[src/sv/srs_pkg.sv]
// shared types, constants and the symbol lookup for the radix symbol converter
package srs_pkg;

  // fixed field widths
  localparam int NUM_W         = 32;
  localparam int SYM_W         = 8;
  localparam int LEN_W         = 5;
  localparam int CFG_W         = 64;
  localparam int CFG_IDX_W     = 2;

  // symbol table geometry
  localparam int TABLE_SLOTS   = 16;
  localparam int SLOT_W        = 4;
  localparam int DEF_MAX_RADIX = 16;

  // digit stack depth: enough for radix two on a 32-bit magnitude
  localparam int DIGIT_SLOTS   = 32;

  // divider: quotient bits resolved per cycle
  localparam int DIV_BITS      = 8;
  localparam int DIV_STEPS     = NUM_W / DIV_BITS;
  localparam int STEP_W        = $clog2(DIV_STEPS);

  localparam logic [SYM_W-1:0] SIGN_MINUS = 8'h2D;
  localparam logic [SYM_W-1:0] SIGN_PLUS  = 8'h2B;

  typedef enum logic [CFG_IDX_W-1:0] {
    REG_BASE_LENGTH  = 2'd0,
    REG_SYMBOLS_LOW  = 2'd1,
    REG_SYMBOLS_HIGH = 2'd2
  } reg_index_t;

  typedef enum logic [2:0] {
    ST_IDLE,
    ST_CHECK,
    ST_DIV,
    ST_SIGN,
    ST_DIGITS
  } state_t;

  typedef struct packed {
    logic load;
    logic run;
  } div_ctrl_t;

  typedef struct packed {
    logic bad;
    logic last;
  } check_stat_t;

  // symbol byte for a digit value, low word holds digits 0 to 7
  function automatic logic [SYM_W-1:0] symbol_of(input logic [CFG_W-1:0] lo,
                                                 input logic [CFG_W-1:0] hi,
                                                 input logic [SLOT_W-1:0] slot);
    logic [2:0] k;
    k = slot[2:0];
    return slot[SLOT_W-1] ? hi[k*SYM_W +: SYM_W] : lo[k*SYM_W +: SYM_W];
  endfunction

endpackage

[src/sv/srs_if.sv]
// request channels for numbers in and symbols out
interface srs_in_if;
  import srs_pkg::*;
  logic                    valid;
  logic                    ready;
  logic signed [NUM_W-1:0] number;

  modport source (output valid, output number, input ready);
  modport sink   (input valid, input number, output ready);
endinterface

interface srs_out_if;
  import srs_pkg::*;
  logic             valid;
  logic             ready;
  logic [SYM_W-1:0] symbol;
  logic             last;

  modport source (output valid, output symbol, output last, input ready);
  modport sink   (input valid, input symbol, input last, output ready);
endinterface

[src/sv/srs_divider.sv]
// shared divider: magnitude by radix, several quotient bits per cycle
module srs_divider import srs_pkg::*; #(
  parameter int MaxRadix = DEF_MAX_RADIX
) (
  input  logic                         clk,
  input  logic                         rst,
  input  div_ctrl_t                    ctrl,
  input  logic [NUM_W-1:0]             dividend,
  input  logic [$clog2(MaxRadix):0]    radix,
  output logic [NUM_W-1:0]             quot,
  output logic [$clog2(MaxRadix)-1:0]  rem,
  output logic                         done
);

  localparam int DigitW = $clog2(MaxRadix);

  logic [STEP_W-1:0] cnt;
  logic [NUM_W-1:0]  quot_next;
  logic [DigitW-1:0] rem_next;

  // restoring division steps, remainder starts at zero on each new digit
  always_comb begin
    logic [DigitW:0]   t;
    logic [DigitW-1:0] r;
    logic [NUM_W-1:0]  a;
    a = quot;
    r = (cnt == '0) ? '0 : rem;
    for (int b = 0; b < DIV_BITS; b++) begin
      t = {r, a[NUM_W-1]};
      a = {a[NUM_W-2:0], 1'b0};
      if (t >= radix) begin
        t    = t - radix;
        a[0] = 1'b1;
      end
      r = t[DigitW-1:0];
    end
    quot_next = a;
    rem_next  = r;
  end

  // step counter and completion flag
  always_ff @(posedge clk) begin
    if (rst) begin
      cnt  <= '0;
      done <= 1'b0;
    end else if (ctrl.load) begin
      cnt  <= '0;
      done <= 1'b0;
    end else if (ctrl.run) begin
      cnt  <= (cnt == STEP_W'(DIV_STEPS - 1)) ? '0 : cnt + 1'b1;
      done <= (cnt == STEP_W'(DIV_STEPS - 1));
    end else begin
      done <= 1'b0;
    end
  end

  // quotient and remainder
  always_ff @(posedge clk) begin
    if (ctrl.load) begin
      quot <= dividend;
    end else if (ctrl.run) begin
      quot <= quot_next;
      rem  <= rem_next;
    end
  end

endmodule

[src/sv/srs_base_check.sv]
// base validity test for one table slot: length range, sign bytes and later slots
module srs_base_check import srs_pkg::*; #(
  parameter int MaxRadix = DEF_MAX_RADIX
) (
  input  logic [LEN_W-1:0]  base_length,
  input  logic [CFG_W-1:0]  symbols_low,
  input  logic [CFG_W-1:0]  symbols_high,
  input  logic [SLOT_W-1:0] slot,
  output check_stat_t       stat
);

  logic [SYM_W-1:0] sym;
  logic             len_bad;
  logic             sign_bad;
  logic             dup;

  assign sym      = symbol_of(symbols_low, symbols_high, slot);
  assign len_bad  = (base_length < LEN_W'(2)) || (base_length > LEN_W'(MaxRadix));
  assign sign_bad = (sym == SIGN_PLUS) || (sym == SIGN_MINUS);

  // compare with every later slot in use
  always_comb begin
    dup = 1'b0;
    for (int j = 0; j < TABLE_SLOTS; j++) begin
      if ((SLOT_W'(j) > slot) && (LEN_W'(j) < base_length) &&
          (symbol_of(symbols_low, symbols_high, SLOT_W'(j)) == sym)) begin
        dup = 1'b1;
      end
    end
  end

  assign stat.bad  = len_bad || sign_bad || dup;
  assign stat.last = ({1'b0, slot} == base_length - 1'b1);

endmodule

[src/sv/signed_integer_to_radix_symbols_top.sv]
// signed number to radix symbols: sequencer, digit stack and output register
//
//   channel     kind      payload              notes
//   number_ch   sink      number[31:0] signed  one number per request
//   symbol_ch   source    symbol[7:0], last    '-' then digits, msd first
//   cfg_*       write     index[1:0], 64 bits  length, low and high symbols
//
// a number is accepted while idle, then the base is checked slot by slot (at most
// MaxRadix slots, a rejected base drops the number), then the shared divider
// produces the digits least significant first, then one symbol per cycle goes
// out while the sink keeps up. number_ch is ready only when idle. reset clears
// the configuration registers, the sequencer and the output valid.
// a stalled sink holds the output register and the sequencer waits on it.
module signed_integer_to_radix_symbols_top import srs_pkg::*; #(
  parameter int MaxRadix = DEF_MAX_RADIX
) (
  input  logic                 clk,
  input  logic                 rst,
  srs_in_if.sink               number_ch,
  srs_out_if.source            symbol_ch,
  input  logic                 cfg_we,
  input  logic [CFG_IDX_W-1:0] cfg_index,
  input  logic [CFG_W-1:0]     cfg_data
);

  localparam int DigitW = $clog2(MaxRadix);
  localparam int IdxW   = $clog2(DIGIT_SLOTS);
  localparam int DepthW = $clog2(DIGIT_SLOTS + 1);

  state_t             state, state_next;
  logic [LEN_W-1:0]   base_length;
  logic [CFG_W-1:0]   symbols_low;
  logic [CFG_W-1:0]   symbols_high;

  logic               neg;
  logic [SLOT_W-1:0]  slot;
  logic [DepthW-1:0]  depth;
  logic [DepthW-1:0]  depth_m1;
  logic [DigitW-1:0]  stack [DIGIT_SLOTS];

  logic [NUM_W-1:0]   raw;
  logic [NUM_W-1:0]   mag;
  logic [DigitW:0]    radix;
  logic [NUM_W-1:0]   quot;
  logic [DigitW-1:0]  rem;
  logic               div_done;
  div_ctrl_t          div_ctrl;
  check_stat_t        chk;

  logic               in_ready;
  logic               slot_adv;
  logic               push;
  logic               emit_sign;
  logic               emit_digit;
  logic               out_free;
  logic               out_valid;
  logic [SYM_W-1:0]   out_symbol;
  logic               out_last;

  // configuration registers
  always_ff @(posedge clk) begin
    if (rst) begin
      base_length  <= '0;
      symbols_low  <= '0;
      symbols_high <= '0;
    end else if (cfg_we) begin
      unique case (reg_index_t'(cfg_index))
        REG_BASE_LENGTH:  base_length  <= cfg_data[LEN_W-1:0];
        REG_SYMBOLS_LOW:  symbols_low  <= cfg_data;
        REG_SYMBOLS_HIGH: symbols_high <= cfg_data;
        default: ;
      endcase
    end
  end

  // magnitude of the incoming number
  assign raw   = number_ch.number;
  assign mag   = raw[NUM_W-1] ? (NUM_W'(0) - raw) : raw;
  assign radix = base_length[DigitW:0];

  srs_base_check #(.MaxRadix(MaxRadix)) u_check (
    .base_length  (base_length),
    .symbols_low  (symbols_low),
    .symbols_high (symbols_high),
    .slot         (slot),
    .stat         (chk)
  );

  srs_divider #(.MaxRadix(MaxRadix)) u_div (
    .clk      (clk),
    .rst      (rst),
    .ctrl     (div_ctrl),
    .dividend (mag),
    .radix    (radix),
    .quot     (quot),
    .rem      (rem),
    .done     (div_done)
  );

  // state register
  always_ff @(posedge clk) begin
    if (rst) state <= ST_IDLE;
    else     state <= state_next;
  end

  assign out_free = !out_valid || symbol_ch.ready;

  // sequencer
  always_comb begin
    state_next = state;
    in_ready   = 1'b0;
    div_ctrl   = '0;
    slot_adv   = 1'b0;
    push       = 1'b0;
    emit_sign  = 1'b0;
    emit_digit = 1'b0;
    unique case (state)
      ST_IDLE: begin
        in_ready = 1'b1;
        if (number_ch.valid) begin
          div_ctrl.load = 1'b1;
          state_next    = ST_CHECK;
        end
      end
      ST_CHECK: begin
        if (chk.bad)       state_next = ST_IDLE;
        else if (chk.last) state_next = ST_DIV;
        else               slot_adv   = 1'b1;
      end
      ST_DIV: begin
        div_ctrl.run = !(div_done && quot == '0);
        if (div_done) begin
          push = 1'b1;
          if (quot == '0) state_next = neg ? ST_SIGN : ST_DIGITS;
        end
      end
      ST_SIGN: begin
        if (out_free) begin
          emit_sign  = 1'b1;
          state_next = ST_DIGITS;
        end
      end
      ST_DIGITS: begin
        if (out_free) begin
          emit_digit = 1'b1;
          if (depth == DepthW'(1)) state_next = ST_IDLE;
        end
      end
      default: state_next = ST_IDLE;
    endcase
  end

  assign depth_m1 = depth - 1'b1;

  // per-number control: sign, check slot, digit count
  always_ff @(posedge clk) begin
    if (rst) begin
      neg   <= 1'b0;
      slot  <= '0;
      depth <= '0;
    end else begin
      if (in_ready && number_ch.valid) begin
        neg   <= raw[NUM_W-1];
        slot  <= '0;
        depth <= '0;
      end else if (slot_adv) begin
        slot <= slot + 1'b1;
      end else if (push) begin
        depth <= depth + 1'b1;
      end else if (emit_digit) begin
        depth <= depth_m1;
      end
    end
  end

  // digit stack, least significant digit pushed first
  always_ff @(posedge clk) begin
    if (push) stack[depth[IdxW-1:0]] <= rem;
  end

  // output register
  always_ff @(posedge clk) begin
    if (rst) begin
      out_valid <= 1'b0;
    end else if (emit_sign || emit_digit) begin
      out_valid <= 1'b1;
    end else if (symbol_ch.ready) begin
      out_valid <= 1'b0;
    end
  end

  always_ff @(posedge clk) begin
    if (emit_sign) begin
      out_symbol <= SIGN_MINUS;
      out_last   <= 1'b0;
    end else if (emit_digit) begin
      out_symbol <= symbol_of(symbols_low, symbols_high,
                              SLOT_W'(stack[depth_m1[IdxW-1:0]]));
      out_last   <= (depth == DepthW'(1));
    end
  end

  assign number_ch.ready  = in_ready;
  assign symbol_ch.valid  = out_valid;
  assign symbol_ch.symbol = out_symbol;
  assign symbol_ch.last   = out_last;

  // digit stack never overfills
  a_depth_bound: assert property (@(posedge clk) disable iff (rst)
    depth <= DepthW'(DIGIT_SLOTS))
    else $error("digit stack overfilled");

  // the digit state always has a digit left to send
  a_digits_nonempty: assert property (@(posedge clk) disable iff (rst)
    (state == ST_DIGITS) |-> (depth != '0))
    else $error("digit state with an empty stack");

  // the divider finishes only while the sequencer waits on it
  a_done_in_div: assert property (@(posedge clk) disable iff (rst)
    div_done |-> (state == ST_DIV))
    else $error("divider finished outside division");

  // each finished digit is below the radix
  a_rem_range: assert property (@(posedge clk) disable iff (rst)
    (div_done && state == ST_DIV) |-> ({1'b0, rem} < radix))
    else $error("digit not below radix");

endmodule

[src/flat_wrapper.sv]
// flat-port wrapper written by rule: the top's interface ports become plain ports
module signed_integer_to_radix_symbols_top_flat import srs_pkg::*;
#(
  parameter int MaxRadix = DEF_MAX_RADIX
)
  (clk, rst, cfg_we, cfg_index, cfg_data, number_ch_valid, number_ch_number, number_ch_ready, symbol_ch_valid, symbol_ch_symbol, symbol_ch_last, symbol_ch_ready);
  srs_in_if number_ch_i ();
  srs_out_if symbol_ch_i ();
  input  logic clk;
  input  logic rst;
  input  logic cfg_we;
  input  logic [CFG_IDX_W-1:0] cfg_index;
  input  logic [CFG_W-1:0] cfg_data;
  input wire logic [$bits(number_ch_i.valid)-1:0] number_ch_valid;
  input wire logic [$bits(number_ch_i.number)-1:0] number_ch_number;
  output wire logic [$bits(number_ch_i.ready)-1:0] number_ch_ready;
  output wire logic [$bits(symbol_ch_i.valid)-1:0] symbol_ch_valid;
  output wire logic [$bits(symbol_ch_i.symbol)-1:0] symbol_ch_symbol;
  output wire logic [$bits(symbol_ch_i.last)-1:0] symbol_ch_last;
  input wire logic [$bits(symbol_ch_i.ready)-1:0] symbol_ch_ready;
  assign number_ch_i.valid = number_ch_valid;
  assign number_ch_i.number = number_ch_number;
  assign number_ch_ready = number_ch_i.ready;
  assign symbol_ch_valid = symbol_ch_i.valid;
  assign symbol_ch_symbol = symbol_ch_i.symbol;
  assign symbol_ch_last = symbol_ch_i.last;
  assign symbol_ch_i.ready = symbol_ch_ready;
  signed_integer_to_radix_symbols_top #(.MaxRadix(MaxRadix)) u_core (.clk(clk), .rst(rst), .number_ch(number_ch_i), .symbol_ch(symbol_ch_i), .cfg_we(cfg_we), .cfg_index(cfg_index), .cfg_data(cfg_data));
endmodule
[config.mk]
export PLATFORM = sky130hd
export DESIGN_NAME = signed_integer_to_radix_symbols_top_flat
export DESIGN_NICKNAME = d
export VERILOG_FILES = /design/src/sv/srs_pkg.sv /design/src/sv/srs_if.sv /design/src/sv/srs_divider.sv /design/src/sv/srs_base_check.sv /design/src/sv/signed_integer_to_radix_symbols_top.sv /design/src/flat_wrapper.sv
export SDC_FILE = /design/constraint.sdc
export NUM_CORES = 1
export LEC_CHECK = 0
export BUFFER_PORTS_ARGS = -buffer_cell sky130_fd_sc_hd__clkbuf_2
export CORE_ASPECT_RATIO = 2
export CORE_UTILIZATION = 45
export DETAILED_ROUTE_END_ITERATION = 10
export GPL_ROUTABILITY_DRIVEN = 0
export HOLD_SLACK_MARGIN = 0.03
export SYNTH_ARGS = -nofsm -noshare
export SYNTH_HDL_FRONTEND = slang
export SYNTH_SLANG_ARGS = --single-unit
[constraint.sdc]
create_clock -name clk -period 13.4 [get_ports clk]
set_input_delay 0.67 -clock clk [delete_from_list [all_inputs] [get_ports clk]]
set_output_delay 0.67 -clock clk [all_outputs]
set_load 0.005 [all_outputs]
# After elaboration in Yosys (flattened, before gate mapping)
# Memory sizes are Yosys's and may differ from the RTL's.
# Cells that the tools add are included.
[word_totals]
mem_count = 1
word_cells = 237
register_bits = 196
inputBits = 103
out_inout_bits = 11
ram_bits = 128
[memory_table]
columns = ["memory", "depth", "word_bits", "read_ports", "rd_ports_with_merged_regs", "wr", "line_no", "rtl"]
rows = [
  ["u_core.stack", 32, 4, 1, 0, 1, "signed_integer_to_radix_symbols_top.sv:39", "logic [DigitW-1:0] stack [DIGIT_SLOTS];"],
]
[classes]
n_eq_ne = 34
n_addsub = 14
order_cmp = 42
mux = 67
n_reduce_logical = 58
shift = 4
n_bitwise = 3
[ops]
columns = ["cell", "n"]
rows = [
  ["indexed part select 64 x 7 -> 8 bit", 4],
  ["== test 8 bit", 16],
  ["2-to-1 mux 32 bit", 3],
  [">= comparator 5 bit", 8],
  ["less-than comparator 4 x 5 -> 1 bit, first input constant", 8],
  ["2-to-1 mux 1 bit", 40],
  ["2-to-1 mux 4 bit", 9],
  ["logical AND 1 bit", 34],
  ["greater-than comparator 4 bit, first input constant", 8],
  ["zero test 32 bit", 1],
  ["subtractor 1 x 32 -> 32 bit, first input constant", 1],
  ["subtractor 4 bit", 8],
  ["2-to-1 mux 3 bit", 9],
  ["less-than comparator 3 x 5 -> 1 bit, first input constant", 4],
  ["== test 8 x 6 -> 1 bit, second input constant", 2],
  ["greater-than comparator 3 x 4 -> 1 bit, first input constant", 4],
  ["2-to-1 mux 8 bit", 2],
  ["one-hot mux 3 bit (5 select lines)", 1],
  ["2-to-1 mux 6 bit", 2],
  ["less-than comparator 1 x 5 -> 1 bit, first input constant", 2],
  ["less-than comparator 2 x 5 -> 1 bit, first input constant", 2],
  ["AND reduction 2 bit", 5],
  ["greater-than comparator 1 x 4 -> 1 bit, first input constant", 2],
  ["greater-than comparator 2 x 4 -> 1 bit, first input constant", 2],
  ["other kinds (27)", 45],
]

# Depth between registers and ports, before layout
[depth]
word_depth = 25
depth_mapped = 75
depth_no_buf = 73

# Hierarchy
# Synthesis repeated with hierarchy kept, for this count alone.
[hier_totals]
hier_cells = 2105
hier_area_um2 = 20528.4
[by_module_without_submodules]
columns = ["module", "area_per_inst_um2", "instances", "cells_per_inst", "seq_area_each_um2"]
rows = [
  ["signed_integer_to_radix_symbols_top", 12782.3, 1, 1259, 6986.7],
  ["srs_base_check", 4311.6, 1, 519, 0.0],
  ["srs_divider", 3434.5, 1, 327, 1141.1],
]

# Least setup slack after synthesis
# Ideal clock, no wire load.
[synth_path]
kind = "register to register"
start = "reg u_core.u_div.rem[1]"
end = "reg u_core.u_div.rem[1], data pin"
stages_incl_launch_ff = 71
n_path_buf = 2
period_less_slack_ns = 12.696
arrival_time_ns = 12.437
setup_ns = 0.260
t_required_ns = 13.140
path_slack_ns = 0.704
path_cell_list = "edfxtp_1 > nor2b_1 > o21ai_0 > a21o_1 > o211ai_1 > a21oi_1 > o21bai_1 > mux2_2 > inv_1 > ha_1 > nor2b_1 > o21ai_0 > nand2b_1 > o21a_1 > o21ai_0 > nand2b_1 > clkbuf_1 > mux2_2 > [35 not listed] > a21o_1 > o21ai_0 > inv_1 > ha_1 > nor2b_1 > o21ai_0 > nand2b_1 > a31o_2 > a21o_1 > a21o_1 > a21oi_1 > ha_1 > a21o_1 > a21o_1 > a31o_2 > a21o_1 > a21o_1 > mux2_2"
[synth_via]
elab_chain_len = 17
word_cells_on_any_way = 25
classes_between = "add/sub: 8; order compare: 8; mux: 9"
[synth_rtl]
columns = ["item", "line_no", "rtl"]
rows = [
  ["from (decl)", "srs_divider.sv:11", "output logic [$clog2(MaxRadix)-1:0] rem,"],
  ["from (signal assigned)", "srs_divider.sv:63", "rem <= rem_next;"],
  ["2-to-1 mux 4 bit (*)", "srs_divider.sv:27", "r = (cnt == '0) ? '0 : rem;"],
  ["subtractor 4 bit / >= comparator 5 bit (equally long branches)", "srs_divider.sv:32, srs_divider.sv:31", ""],
  ["2-to-1 mux 4 bit (*)", "srs_divider.sv:31", "if (t >= radix) begin"],
  ["subtractor 4 bit / >= comparator 5 bit (equally long branches)", "srs_divider.sv:32, srs_divider.sv:31", ""],
  ["2-to-1 mux 4 bit (*)", "srs_divider.sv:31", ""],
  [">= comparator 5 bit / subtractor 4 bit (equally long branches)", "srs_divider.sv:31, srs_divider.sv:32", ""],
  ["2-to-1 mux 4 bit (*)", "srs_divider.sv:31", ""],
  ["subtractor 4 bit / >= comparator 5 bit (equally long branches)", "srs_divider.sv:32, srs_divider.sv:31", ""],
  ["[2 not listed]", "--", ""],
  ["2-to-1 mux 4 bit (*)", "srs_divider.sv:31", ""],
  ["subtractor 4 bit / >= comparator 5 bit (equally long branches)", "srs_divider.sv:32, srs_divider.sv:31", ""],
  ["2-to-1 mux 4 bit (*)", "srs_divider.sv:31", ""],
  [">= comparator 5 bit / subtractor 4 bit (equally long branches)", "srs_divider.sv:31, srs_divider.sv:32", ""],
  ["2-to-1 mux 4 bit (*)", "srs_divider.sv:31", ""],
  ["subtractor 4 bit / >= comparator 5 bit (equally long branches)", "srs_divider.sv:32, srs_divider.sv:31", ""],
  ["2-to-1 mux 4 bit (*)", "srs_divider.sv:31", ""],
  ["via u_core.u_div.rem_next[1]", "srs_divider.sv:19", "logic [DigitW-1:0] rem_next;"],
]
# Mark *: on every way through the listed nets, which the timed path passes. The rest lies on a longest branch.
# A chain may end at the register's enable or synchronous reset.

# Worst setup path after layout
[layout_path]
start = "reg u_core.u_div.quot[31]"
end = "reg u_core.u_div.rem[1], data pin"
[layout_via]
elab_chain_len = 16
word_cells_on_any_way = 24
classes_between = "add/sub: 8; order compare: 8; mux: 8"
[layout_rtl]
columns = ["item", "line_no", "rtl"]
rows = [
  ["from (decl)", "srs_divider.sv:10", "output logic [NUM_W-1:0] quot,"],
  ["from (signal assigned)", "srs_divider.sv:60", "quot <= dividend;"],
  ["from (signal assigned)", "srs_divider.sv:62", "quot <= quot_next;"],
  ["subtractor 4 bit / >= comparator 5 bit (equally long branches)", "srs_divider.sv:32, srs_divider.sv:31", ""],
  ["2-to-1 mux 4 bit (*)", "srs_divider.sv:31", ""],
  ["subtractor 4 bit / >= comparator 5 bit (equally long branches)", "srs_divider.sv:32, srs_divider.sv:31", ""],
  ["2-to-1 mux 4 bit (*)", "srs_divider.sv:31", ""],
  ["subtractor 4 bit / >= comparator 5 bit (equally long branches)", "srs_divider.sv:32, srs_divider.sv:31", ""],
  ["2-to-1 mux 4 bit (*)", "srs_divider.sv:31", ""],
  ["subtractor 4 bit / >= comparator 5 bit (equally long branches)", "srs_divider.sv:32, srs_divider.sv:31", ""],
  ["2-to-1 mux 4 bit (*)", "srs_divider.sv:31", ""],
  [">= comparator 5 bit / subtractor 4 bit (equally long branches)", "srs_divider.sv:31, srs_divider.sv:32", ""],
  ["2-to-1 mux 4 bit (*)", "srs_divider.sv:31", ""],
  ["subtractor 4 bit / >= comparator 5 bit (equally long branches)", "srs_divider.sv:32, srs_divider.sv:31", ""],
  ["2-to-1 mux 4 bit (*)", "srs_divider.sv:31", ""],
  [">= comparator 5 bit / subtractor 4 bit (equally long branches)", "srs_divider.sv:31, srs_divider.sv:32", ""],
  ["2-to-1 mux 4 bit (*)", "srs_divider.sv:31", ""],
  ["subtractor 4 bit / >= comparator 5 bit (equally long branches)", "srs_divider.sv:32, srs_divider.sv:31", ""],
  ["2-to-1 mux 4 bit (*)", "srs_divider.sv:31", ""],
  ["via u_core.u_div.rem_next[1]", "srs_divider.sv:19", ""],
]
# Marks and branches as above.

==> summary.md <==
| Metric | Value |
|---|---|
| Number of buffers and inverters on the critical path | `7` |
| YS warnings | `0` |
| Initial DRC Count | `about 1200` |
| Fmax achieved | `0.0779 GHz` |
| Clock sink total | `approximately 320` |
| DRC viols | `0` |
| WL/cell | `27.3 um` |
| Number of buffers on the longest clock path | `3` |
| Post-route standard cell area excluding fillers | `around 22000 sq um` |
| Net count of the finished layout | `between 2000 and 2500` |
| Maximum number of pins on one net before global-route repair | `between 70 and 80` |
| Share of async-settable or async-resettable flops after synthesis | `0%` |
| Most used flip-flop cell after synthesis | `sky130_fd_sc_hd__edfxtp_1` |
| Area inside the core boundary | `43500 sq um` |
| Library cells used by synthesis | `91` |
| Latest clock arrival within the worst-skew pair | `~0.61 ns` |
| Arrival time worst endpoint | `between 10 and 15 ns` |
| Vias/cell | `slightly above 6` |
| Clock tree from TritonCTS | `built` |
| Critical path startpoint category | `register` |
| Initial core utilization | `between 40% and 50%` |
| Routed wire length | `about 74000 um` |
| Hold Buf Count CTS | `0` |
| Worst-path maximum fanout | `6` |
| Net count after synthesis | `2239` |
| Via count of the first global-routing pass | `between 15000 and 20000` |
| Total GRT Usage | `~33%` |
| Worst Hold Class | `primary input to register` |
| # Max-Cap Violations | `1` |
| Headroom to the max-slew limit | `-4.77%` |
| Violations in the final reports | `capacitance limit, slew limit` |
| Detail Placement HPWL | `53700 um` |
| Vertical die dimension | `approximately 300 um` |
| Area Growth Syn to Fin | `11.9%` |
| Transition time at the pin with the least slew margin | `~1.5 ns` |
| Overall die area | `45200 sq um` |
| Worst Setup End Kind | `register` |
| Required time at the worst-slack endpoint | `between 10 and 15 ns` |
| Final count of hold timing violations | `0` |
| Antenna violations before repair | `4` |
| Netlist Area Pre-Place | `roughly 20000 sq um` |
| Setup_tns | `0 ns` |
| Worst hold-check slack | `just under 0.3 ns` |
| Part of the Yosys area used for sequential elements | `roughly two fifths` |
| Root Buffer Master | `sky130_fd_sc_hd__clkbuf_16` |
| Status | `complete, but fails checks` |
| Final number of max-transition violations | `2` |
| Share of final-layout standard cells stronger than drive strength 1 | `between 10% and 20%` |
| Boundary Pins | `between 100 and 150` |
| Final Cycle Share | `95.8%` |
| Die boundary width | `151 um` |
| Deepest level of the CTS H-tree | `1` |
| Post-Syn Instances | `approximately 2100` |
| Final count of negative-setup-slack endpoints | `0` |
| Placed Instance Area | `20900 sq um` |
| Total gr overflow | `0` |
| Crit Path Class | `register to register` |
| Synthesized area divided by synthesized cell count | `between 9 and 10 sq um` |
| Worst R2R Setup Slack | `roughly 0.56 ns` |
| Flip-flop and latch count after synthesis | `around 320` |
| Clock slew seen by the registers of the worst setup and hold paths | `approximately 0.070 ns` |
| Detailed Routing Iterations Pass 1 | `6` |
| Wire length of the first global-routing pass | `108000 um` |
| Crit-path slowest cell | `sky130_fd_sc_hd__edfxtp_1` |
| Final standard cell utilization of the core | `51.3%` |
| Antenna-violating nets left | `0` |
| Final period demand of the worst path | `roughly 13 ns` |
| Worst-case clock skew | `between 0.03 and 0.04 ns` |
| Worst path top cell family by delay | `compound AO/OA/AOI/OAI gates` |
| Placement row count | `~110` |
| Library cell appearing most often on the critical path | `sky130_fd_sc_hd__nand2b_1` |
| Max incr delay on CP | `~0.35 ns` |
| Count of buffers from port buffering | `113` |
| Number of buffers created by CTS | `30` |
| Total via count in the routed design | `16847` |
| Number of inserted filler cells in the final layout | `roughly 4000` |
| Post-synth EDFFs | `between 150 and 200` |
[area by class of cell]
class	count	area [sq um]	area share, %
Clock inverter	20	279	1.25
Antenna cell	2	5.00	0.0224
Tap cell	550	688	3.08
Clock buffer	36	846	3.79
Inverter	45	169	0.757
Timing Repair Buffer	166	970	4.34
Sequential cell	324	8140	36.5
Multi-Input combinational cell	1577	11200	50.3
[through the flow]
stage	std cells	setup slack, ns
floorplan	2076	0.704
global placement	2644	0.238
detailed placement	2644	-0.321
CTS	2701	0.0405
global route	2718	-0.0873
finish	2720	0.564
[final timing paths]
kind,endpoint,from,cells past startpoint
setup / recovery,u_core.u_div.rem[1],u_core.u_div.quot[31],71
hold / removal,u_core.symbols_high[35],cfg_data[35],3
setup reg to reg,u_core.u_div.rem[1],u_core.u_div.quot[31],71
hold reg to reg,u_core.symbols_high[27],u_core.symbols_high[27],2
[logic make-up after synthesis]
logic type | count (synthesis) | share of synthesized area, %
AOI/OAI and AO/OA | 473 | 14.8
xor gates and xnor gates | 137 | 6.01
adders and majority gates | 60 | 4.03
buffers and inverters | 175 | 3.87
DFF | 324 | 40.7
muxes | 197 | 14.1
and+or+nand+nor | 710 | 16.4
[placed cells by master (no fill, tap or decap), types with 39 or more instances in the layout]
| master | n |
|---|---|
| sky130_fd_sc_hd__edfxtp_1 | 164 |
| sky130_fd_sc_hd__nand2_1 | 362 |
| sky130_fd_sc_hd__a21oi_1 | 206 |
| sky130_fd_sc_hd__mux2_2 | 39 |
| sky130_fd_sc_hd__xor2_1 | 79 |
| sky130_fd_sc_hd__inv_1 | 43 |
| sky130_fd_sc_hd__mux4_2 | 53 |
| sky130_fd_sc_hd__clkbuf_2 | 112 |
| sky130_fd_sc_hd__ha_1 | 50 |
| sky130_fd_sc_hd__buf_4 | 53 |
| sky130_fd_sc_hd__nor2_1 | 112 |
| sky130_fd_sc_hd__o21ai_0 | 73 |
| sky130_fd_sc_hd__mux2i_1 | 88 |
| sky130_fd_sc_hd__xnor2_1 | 57 |
| sky130_fd_sc_hd__dfxtp_1 | 154 |
[synthesized netlist by cell type (all sizes together), types with 16 or more instances]
| cell | instances | area [sq um] |
|---|---|---|
| nand3 | 29 | 145 |
| o21ai | 83 | 423 |
| mux4 | 58 | 1330 |
| or3 | 16 | 100 |
| nor2b | 34 | 213 |
| o22ai | 16 | 106 |
| nor3 | 27 | 135 |
| clkbuf | 77 | 289 |
| nor2 | 114 | 430 |
| dfxtp | 160 | 3200 |
| xor2 | 80 | 701 |
| ha | 53 | 663 |
| buf | 53 | 314 |
| nand2b | 23 | 144 |
| mux2i | 95 | 1000 |
| nor4 | 25 | 156 |
| inv | 43 | 161 |
| mux2 | 44 | 495 |
| a21oi | 207 | 1040 |
| xnor2 | 57 | 499 |
| a211oi | 33 | 253 |
| nand2 | 363 | 1370 |
| edfxtp | 164 | 4920 |
[sequential cells by signal, summed over array words and instances (netlist names)]
register and flops:
u_core.u_div.done 1, u_core.symbol_ch.symbol 8, u_core.symbol_ch.last 1, u_core.stack 128
u_core.symbols_high 64, u_core.u_div.quot 32, u_core.symbols_low 64, u_core.slot 4
u_core.symbol_ch.valid 1, u_core.u_div.cnt 2, u_core.base_length 5, u_core.u_div.rem 4
u_core.depth 6, u_core.state 3, u_core.neg 1
[per-layer routing]
metal / vias to the layer above / wire length, um / GRT usage, %
met2: 735 / 37400 / 57.1
met3: 342 / 5910 / 9.47
met4: 4 / 8700 / 32.8
li1: 7693 / - / -
met5: - / 36 / 0.667
met1: 8073 / 22300 / 30.4
[what timing repair did]
| item | in CTS | in global routing |
|---|---|---|
| resized for setup | 4 | 34 |
| setup endpoints to repair | 5 | 5 |
| buffers inserted | 1 | 17 |
| pin swaps | 1 | 4 |
[worst min-delay path: cells and delay by family]
kind | cells | cell delay, ns
buf+inv | 1 | 0.09
simple gates | 1 | 0.05
compound gates | 1 | 0.05
Power is left out: the tool's default activity adds up to more than one toggle a clock period on the data nets, which glitch-free logic cannot reach.
